[config.mk]
export PLATFORM = sky130hd
export DESIGN_NAME = swm_cell
export DESIGN_NICKNAME = d
export VERILOG_FILES = /design/src/rtl/core/swm_pkg.sv /design/src/rtl/core/swm_cell.sv
export SDC_FILE = /design/constraint.sdc
export NUM_CORES = 1
export LEC_CHECK = 0
export BUFFER_PORTS_ARGS = -buffer_cell sky130_fd_sc_hd__buf_2
export CAP_MARGIN = 0
export CORE_MARGIN = 2
export CORE_UTILIZATION = 30
export CTS_CLUSTER_DIAMETER = 200
export DETAILED_ROUTE_END_ITERATION = 6
export REMOVE_ABC_BUFFERS = 1
export SETUP_SLACK_MARGIN = 0.02
export SYNTH_ARGS = -nofsm -noshare
export SYNTH_HDL_FRONTEND = slang
export SYNTH_SLANG_ARGS = --single-unit
[constraint.sdc]
create_clock -name i_clk -period 5.7 [get_ports i_clk]
set_input_delay 0.855 -clock i_clk [delete_from_list [all_inputs] [get_ports i_clk]]
set_output_delay 0.855 -clock i_clk [all_outputs]
set_load 0.02 [all_outputs]
[src/rtl/core/swm_pkg.sv]
// Package for the sliding window median filter.
// Holds field widths, parameter defaults, cell control codes and the sequencer states.
// No dependencies.
package swm_pkg;

    localparam int SAMPLE_BITS      = 32;
    localparam int MEDIAN_BITS      = 33;
    localparam int WSIZE_BITS       = 7;
    localparam int WINDOW_MAX_DEF   = 64;
    localparam int SAMPLE_WIDTH_DEF = 32;
    localparam logic [WSIZE_BITS-1:0] WSIZE_RESET = 7'd3;

    typedef enum logic [1:0] {
        OP_HOLD,
        OP_DROP,
        OP_STEP
    } t_cell_op;

    typedef struct packed {
        t_cell_op op;
        logic     has_drop;
        logic     drop_low;
    } t_cell_ctl;

    typedef enum logic {
        ST_IDLE,
        ST_DROP
    } t_state;

endpackage

[src/rtl/core/swm_cell.sv]
// One cell of the sorted sample row: holds a value and its age.
// Depends on swm_pkg for the cell control struct.
module swm_cell import swm_pkg::*; #(
    parameter int SW    = SAMPLE_WIDTH_DEF,
    parameter int AGE_W = 6
) (
    input  logic                 i_clk,
    input  t_cell_ctl            i_ctl,
    input  logic signed [SW-1:0] i_sample,
    input  logic                 i_valid,
    input  logic                 i_above_drop,
    input  logic                 i_is_drop,
    input  logic signed [SW-1:0] i_lo_value,
    input  logic [AGE_W-1:0]     i_lo_age,
    input  logic                 i_lo_le,
    input  logic signed [SW-1:0] i_hi_value,
    input  logic [AGE_W-1:0]     i_hi_age,
    input  logic                 i_hi_le,
    output logic signed [SW-1:0] o_value,
    output logic [AGE_W-1:0]     o_age,
    output logic                 o_le
);

    logic signed [SW-1:0] r_value, n_value;
    logic [AGE_W-1:0]     r_age, n_age;
    logic                 le;

    assign le      = i_valid && (r_value <= i_sample);
    assign o_le    = le;
    assign o_value = r_value;
    assign o_age   = r_age;

    always_comb begin
        n_value = r_value;
        n_age   = r_age;
        case (i_ctl.op)
            OP_HOLD: begin
                n_value = r_value;
            end
            OP_DROP: begin
                if (i_above_drop || i_is_drop) begin
                    n_value = i_hi_value;
                    n_age   = i_hi_age;
                end
            end
            OP_STEP: begin
                n_age = r_age + AGE_W'(1);
                if (!i_ctl.has_drop) begin
                    if (le) begin
                        n_value = r_value;
                    end else if (i_lo_le) begin
                        n_value = i_sample;
                        n_age   = '0;
                    end else begin
                        n_value = i_lo_value;
                        n_age   = i_lo_age + AGE_W'(1);
                    end
                end else if (i_ctl.drop_low) begin
                    if ((i_above_drop || i_is_drop) && le) begin
                        if (i_hi_le) begin
                            n_value = i_hi_value;
                            n_age   = i_hi_age + AGE_W'(1);
                        end else begin
                            n_value = i_sample;
                            n_age   = '0;
                        end
                    end
                end else begin
                    if (le) begin
                        n_value = r_value;
                    end else if (i_lo_le) begin
                        n_value = i_sample;
                        n_age   = '0;
                    end else if (!i_above_drop) begin
                        n_value = i_lo_value;
                        n_age   = i_lo_age + AGE_W'(1);
                    end
                end
            end
            default: begin
                n_value = r_value;
            end
        endcase
    end

    always_ff @(posedge i_clk) begin
        r_value <= n_value;
        r_age   <= n_age;
    end

endmodule

# Yosys cells after proc, flatten, opt, wreduce, memory -nomap -nowiden
# Index checks and enable logic that the tools add are counted.
[totals]
reg_bits = 38
input_bits = 118
out_inout_bits = 39
wordCells = 41
[classes]
addsub = 3
order_cmp = 1
eq_ne = 7
mux = 22
n_reduce_logical = 6
[op_table]
columns = ["cell", "count"]
rows = [
  ["two-way mux 32 bit", 10],
  ["case mux 32 bit (2 select lines)", 1],
  ["two-way mux 6 bit", 10],
  ["less-or-equal comparator 32 bit", 1],
  ["adder 6 x 1 -> 6 bit, second input constant", 3],
  ["case mux 6 bit (2 select lines)", 1],
  ["inequality test 3 bit, second input constant", 2],
  ["AND reduction 6 bit", 1],
  ["inequality test 5 bit, second input constant", 1],
  ["inequality test 4 bit, second input constant", 1],
  ["equality test 2 x 1 -> 1 bit, second input constant", 1],
  ["equality test 2 bit, second input constant", 1],
  ["logical AND 1 bit", 2],
  ["inequality test 2 bit, second input constant", 1],
  ["AND reduction 2 bit", 1],
  ["nonzero test 2 bit", 1],
  ["logical OR 1 bit", 1],
]

# Depth between registers and ports, before layout
# Gate-level depths: netlist of the first run.
[logic_depth]
word_depth = 7
mapped_depth = 11
mapped_depth_nobuf = 11

# Least setup slack after synthesis of the first run
# OpenSTA, ideal clock, no wires.
[synth_path]
kind = "input port to flip-flop"
from = "in i_sample[9]"
to = "reg r_value[0] (netlist: o_value[0]) (enable)"
setup_ns = 0.466
t_arrival_ns = 4.737
t_required_ns = 5.234
setup_slack_ns = 0.497
cell_stages = 10
n_path_buf = 0
path_cell_list = "inv_1 ha_1 and3_4 a221oi_2 o21ai_1 and3_4 nor4_4 o211ai_1 a21boi_0 o21ai_0"
[synth_via]
elab_chain_cells = 5
elab_cells_between_ends = 7
classes_between = "order compare: 1; eq/ne: 3; reduce/logical: 3"
[synth_lines]
columns = ["element", "line", "text"]
rows = [
  ["start: declaration", "swm_cell.sv:9", "input logic signed [SW-1:0] i_sample,"],
  ["less-or-equal comparator 32 bit (*)", "swm_cell.sv:28", "assign le = i_valid && (r_value <= i_sample);"],
  ["logical AND 1 bit (*)", "swm_cell.sv:28", ""],
  ["logical AND 1 bit", "swm_cell.sv:59", "if ((i_above_drop || i_is_drop) && le) begin"],
  ["inequality test 4 bit (no line)", "--", ""],
  ["AND reduction 6 bit (no line) (*)", "--", ""],
  ["end signal: assignment", "swm_cell.sv:87", "r_value <= n_value;"],
  ["end: declaration", "swm_cell.sv:24", "logic signed [SW-1:0] r_value, n_value;"],
]
# Every way passes the cells marked *; elsewhere a longest branch is shown, timed or not.
# A chain may end at the register's enable or synchronous reset.

# Worst setup path after layout of the first run
[layout_path]
from = "in i_sample[31]"
to = "out o_le"
[layout_via]
elab_chain_cells = 2
[layout_lines]
columns = ["element", "line", "text"]
rows = [
  ["less-or-equal comparator 32 bit", "swm_cell.sv:28", ""],
  ["logical AND 1 bit", "swm_cell.sv:28", ""],
  ["end: declaration", "swm_cell.sv:21", "output logic o_le"],
]
# Every way passes these cells.

==> run_results.csv, run 1 <==
group,metric,value,unit
outcome,outcome,"completed",
critical_path,cp_common_cell,"buf_2",
layout,nets,668,
drt,viasPerCell,5.104,
synth,synthCells,366,
global_routing,grt_max_degree,39,
critical_path,r2r-start,"o_value[30]",
pwr,peakVddDrop,0.08410,mV
sta,fin_skew,11.57,ps
critical_path,worst_setup_path_start_kind,"input port",
floorplanning,core_region_area,10320,um^2
sta,rsz0062_at_grt,"no",
global_routing,grtUsageTotal,0.1718,
drt,drt_iter0_markers,220,
drt,ant_nets,0,
critical_path,crit_fanout,10,
placement,place_congestion,0.8110,
clock_network,insertion_delay,290,ps
critical_path,cp.depth,9,
drt,dr_total_vias,3328,
hold_path,min_path_type,"flop to flop",
pwr,leakagePower,1.974,nW
sta,setup_viol,0,
sta,final-hold-violation-count,0,
hold_path,hp-start,"o_age[0]",
synth,ys_async_sr_fraction,0,
clock_network,cts_tree,"built",
pwr,powerDensity,215.4,nW/um^2
sta,tightestPinTransition,1037,ps
hold_path,hold_end,"o_age[0]",
floorplanning,rows,37,
critical_path,crit_type,"input port to primary output",
clock_network,cts-root-buf,"clkbuf_8",
critical_path,cp_cell_sequence,"buf_2 -> inv_1 -> ha_1 -> nand4_1 -> nor4_1 -> o221ai_1 -> o21ai_4 -> clkinv_4 -> buf_2",
clock_network,numClockSinks,38,
clock_network,hold_buffers,0,
synth,seq_area_frac_synth,0.3581,
sta,period_share,0.6571,
drt,drt_pass1_iterations,5,
floorplanning,die_x,107.1,um
global_routing,grt_pass1_vias,3304,
critical_path,cp.required,4850,ps
critical_path,critical_path_buf_inv_count,4,
clock_network,cts_resized,0,
placement,dp_hpwl,7716,um
critical_path,cp_data_arrival_time,2890,ps
clock_network,htree_levels,2,
critical_path,r2r-end,"o_value[16]",
clock_network,cts_buffers,5,
clock_network,clock_path_buffers,2,
sta,fin_tns_setup,0,ps
clock_network,clkTransAtPathRegs,70,ps
layout,final_common_cell,"buf_2",
critical_path,cp_slowest_cell,"nor4_1",
sta,max_slew_margin,0.3061,
run,max_cap_violations,0,
layout,area_growth_syn_to_layout,33.37,%
synth,ys.flop_type,"edfxtp_1",
critical_path,crit_path_max_incr_delay,420,ps
synth,synth_edf_count,38,
drt,wl,9800,um
layout,diodes,0,
global_routing,globalRouteOverflowTotal,0,
sta,drv_slew,0,
floorplanning,fp.dieH,107.1,um
synth,yosys_warnings,0,
hold_path,hold_depth,2,
floorplanning,start_util,0.3087,
critical_path,path_delay_family,"compound AO/OA/AOI/OAI gates",
floorplanning,dieArea,11460,um^2
synth,syn_area,3187,um^2
drt,avgRoutedWirePerCell,15.03,um
global_routing,antenna_found_initial,0,
clock_network,post-cts-setup-buffers,0,
critical_path,reg2reg_depth,7,
floorplanning,ios,157,
sta,min_period,3746,ps
sta,clock.fmax,267.0,MHz
synth,yosys_register_bits,38,
critical_path,critPathCaptureType,"primary output",
drt,route.detailed.drc,0,
layout,final_cell_mix,"buf_2, a21oi_1, nor2_1, edfxtp_1, o22ai_1",
synth,syn_avg_cell_area,8.707,um^2
synth,synth_cell_type_count,45,
pwr,p_total,0.9154,mW
layout,layout-drive-gt1-share,0.3430,
critical_path,ff2ff_setup_slack,2260,ps
placement,port_buffers,156,
global_routing,grt_pass1_wl,15660,um
==> flip-flops by register name, summed over array words and instances (netlist names) <==
| register | count |
|---|---|
| o_value | 32 |
| o_age | 6 |
==> through the flow <==
stage               area, um^2    util  hold slack (ps)  instances  worst slack (ps)
floorplan                 3123       -            860.9        349             497.2
global placement          4118  0.3989            799.1        644              1726
detailed placement        4118  0.3989            795.0        644              1603
CTS                       4250  0.4117            813.6        652              1899
global route              4250  0.4117            849.4        652              1617
finish                    4250  0.4117            807.1        652              1954
==> final cells by class <==
class	instances	area, um^2
tap	136	170.2
timing repair buffer	159	803.3
clock buffer	5	68.82
multi-input combinational	275	1863
clock inverter	3	63.81
sequential	38	1141
fill	1065	6073
inverter	36	140.1
==> synth_stat cells (all sizes together), types with 2 or more instances <==
library cell | instances | area share
buf | 2 | 0.0024
and3 | 6 | 0.015
o2bb2ai | 2 | 0.0055
xnor2 | 3 | 0.0082
xor2 | 7 | 0.019
nor4 | 2 | 0.0086
nand3 | 13 | 0.020
o21ai | 15 | 0.027
nand3b | 2 | 0.0047
nand2b | 5 | 0.0098
o22a | 4 | 0.011
edfxtp | 38 | 0.36
o21a | 2 | 0.0047
nor2b | 4 | 0.0079
a21boi | 2 | 0.0047
nand2 | 17 | 0.020
nand4 | 8 | 0.018
o211ai | 3 | 0.0071
ha | 35 | 0.14
o22ai | 37 | 0.073
nor3 | 2 | 0.0031
a21o | 3 | 0.0071
and4 | 2 | 0.0055
inv | 35 | 0.041
mux2i | 4 | 0.013
nor2 | 43 | 0.051
clkbuf | 15 | 0.018
a21oi | 44 | 0.069
==> metal layers <==
layer,part of all wire,GRT usage
met5,0,0
met4,0.014,0.04453
met3,0.083,0.03587
met2,0.47,0.2884
met1,0.43,0.2243
==> how the worst max path moves through the flow <==
stage                             from     endpoint  slack [ps]
final                     i_sample[31]         o_le        1950
after global routing      i_sample[31]   o_value[1]        1620
after CTS                 i_sample[31]   o_value[1]        1900
after detailed placement  i_sample[31]  o_value[21]        1600
after global placement    i_sample[19]  o_value[19]        1730
after floorplan            i_sample[9]   o_value[0]         500
==> worst min-delay path, stage by stage, from the launching register on <==
cell	delay [ps]
edfxtp_1	440
nor2_1	80
o2bb2ai_1	120
==> cell families after synthesis <==
logic type      after synthesis  share of synthesized area
fa+ha+maj                    35                     0.1374
flops                        38                     0.3581
mux                           4                    0.01256
simple gates                106                     0.1676
buf+inv                      53                    0.06400
compound gates              120                     0.2328
xor+xnor                     10                    0.02749
==> power breakdown <==
group	internal, mW	switching (mW)	leakage (nW)
sequential	0.340	0.0147	0.358
combinational	0.118	0.170	1.55
clock	0.173	0.0998	0.0658
total	0.631	0.285	1.97
(Power assumes the default switching activity.)
==> run 2, diff against run 1 <==
==> constraint.sdc (replaced) <==
create_clock -name i_clk -period 3 [get_ports i_clk]
set_input_delay 0.45 -clock i_clk [delete_from_list [all_inputs] [get_ports i_clk]]
set_output_delay 0.45 -clock i_clk [all_outputs]
set_load 0.02 [all_outputs]
==> run 2 against run 1 <==
  * Highest routed layer unchanged
  * Die area stayed put
  * Clock skew about the same
  * Worst setup slack lost 1800 ps
==> run_results.csv, run 2 (synthesis results as in run 1) <==
group,metric,value,unit
sta,period_share,0.9553,
sta,max_slew_margin,0.5988,
critical_path,worst_setup_path_start_kind,"flop",
sta,rsz0062_at_grt,"no",
drt,route.detailed.drc,0,
clock_network,htree_levels,2,
critical_path,critPathCaptureType,"primary output",
clock_network,clock_path_buffers,2,
critical_path,cp_cell_sequence,"ha_1 -> and4_1 -> buf_4 -> a21oi_1 -> nand2_1 -> nor4_4 -> buf_4 -> o21ai_4 -> buf_12 -> clkinv_4 -> buf_6",
pwr,pwr-share-comb,0.377,
critical_path,r2r-end,"o_value[7]",
critical_path,crit_fanout,6,
critical_path,cp_common_cell,"buf_4",
floorplanning,start_util,0.3087,
layout,largest_reg_flops,32,
clock_network,cts_tree,"built",
layout,area_growth_syn_to_layout,38.83,%
placement,dp_hpwl,7931,um
clock_network,cts-root-buf,"clkbuf_8",
hold_path,min_path_type,"input port to flop",
critical_path,cp_slowest_cell,"edfxtp_1",
global_routing,grt_max_degree,33,
pwr,peakVddDrop,0.1564,mV
pwr,pwr-share-clk,0.202,
clock_network,clkTransAtPathRegs,80,ps
critical_path,crit_path_max_incr_delay,410,ps
sta,setup_viol,0,
hold_path,hp-start,"i_hi_value[28]",
clock_network,insertion_delay,290,ps
drt,drt_pass1_iterations,4,
layout,layout-drive-gt1-share,0.3766,
critical_path,cp.required,2550,ps
critical_path,reg2reg_depth,11,
pwr,p_sw,0.5382,mW
layout,final_cell_mix,"buf_2, a21oi_1, nor2_1, edfxtp_1, o22ai_1",
global_routing,grt_pass1_wl,15730,um
placement,port_buffers,156,
floorplanning,core_region_area,10320,um^2
layout,design_area,4424,um^2
floorplanning,rows,37,
sta,clock.fmax,348.9,MHz
sta,hold_ws,481.6,ps
critical_path,cp_data_arrival_time,2420,ps
pwr,switching_share,0.3364,
floorplanning,ios,157,
sta,min_period,2866,ps
floorplanning,dieArea,11460,um^2
drt,ant_nets,0,
run,max_cap_violations,0,
placement,place_worst_setup_slack,-19.06,ps
sta,tightestPinTransition,600.4,ps
pwr,leakagePower,2.046,nW
critical_path,r2r-start,"o_value[13]",
layout,nets,685,
sta,fin_skew,11.92,ps
floorplanning,fp.dieH,107.1,um
global_routing,grtUsageTotal,0.1704,
outcome,outcome,"completed",
clock_network,numClockSinks,38,
global_routing,globalRouteOverflowTotal,0,
critical_path,crit_type,"flop to primary output",
pwr,p_total,1.600,mW
drt,avgRoutedWirePerCell,14.89,um
sta,fin_tns_setup,0,ps
drt,viasPerCell,5.094,
layout,final_common_cell,"buf_2",
drt,drt_iter0_markers,158,
layout,diodes,0,
drt,dr_total_vias,3398,
placement,dpl_cell_area,4230,um^2
pwr,power_frac_seq,0.421,
sta,final-hold-violation-count,0,
global_routing,grt_pass1_vias,3305,
pwr,powerDensity,361.7,nW/um^2
critical_path,crit_start,"o_value[13]",
drt,wl,9933,um
clock_network,cts_buffers,5,
global_routing,antenna_found_initial,0,
placement,place_congestion,0.8878,
sta,worst_slack,134.2,ps
floorplanning,die_x,107.1,um
pwr,p_int,1.062,mW
sta,drv_slew,0,
hold_path,hold_depth,3,
hold_path,hold_end,"o_value[28]",
critical_path,ff2ff_setup_slack,240,ps
[run 2: power by group through the flow]
stage | clock (mW) | combinational [mW] | sequential, mW
floorplan | 0 | 0.272 | 0.734
global placement | 0 | 0.569 | 0.684
detailed placement | 0 | 0.577 | 0.685
CTS | 0.343 | 0.591 | 0.673
global route | 0.357 | 0.671 | 0.679
finish | 0.323 | 0.603 | 0.674
[run 2: layout make-up]
type / instances / area [um^2]
Clock buffer: 5 / 68.82
Multi-Input combinational cell: 275 / 1926
Inverter: 36 / 140.1
Sequential cell: 38 / 1141
Fill cell: 1066 / 5899
Tap cell: 136 / 170.2
Clock inverter: 1 / 3.754
Timing Repair Buffer: 176 / 974.7
[run 2: metal layers]
metal | wire (um) | global-route usage | vias up
li1 | - | - | 1695
met1 | 4198 | 0.2122 | 1555
met2 | 4909 | 0.3011 | 136
met3 | 702 | 0.03343 | 12
met4 | 123 | 0.04174 | 0
met5 | 0 | 0 | -
[run 2: worst max path at each step]
stage / end / depth (start not counted)
2_1_floorplan: o_value[0] / 9
3_3_place_gp: o_value[9] / 12
3_5_place_dp: o_value[19] / 13
4_1_cts: o_le / 11
5_1_grt: o_le / 11
6_report: o_le / 11
[run 2: timing repair]
| action | CTS | global route |
|---|---|---|
| pin swaps | 7 | 4 |
| gates resized for setup | 2 | 11 |
| endpoints found under the setup margin | 1 | 33 |
| gates cloned | 0 | 0 |
| buffers inserted | 5 | 2 |
| hold buffers | 0 | 0 |
[run 2: critical path: cells and delay by family (launching register included)]
family | cells | cell delay [ps]
adders and majority gates | 1 | 310
DFF | 1 | 410
and+or+nand+nor | 3 | 630
AOI/OAI and AO/OA | 2 | 190
buffers and inverters | 5 | 600
[run 2: per-stage QoR]
stage | utilization | instances
6_report | 0.4286 | 667
5_1_grt | 0.4286 | 667
4_1_cts | 0.4210 | 665
3_5_place_dp | 0.4098 | 654
3_3_place_gp | 0.4098 | 654
2_1_floorplan | - | 349
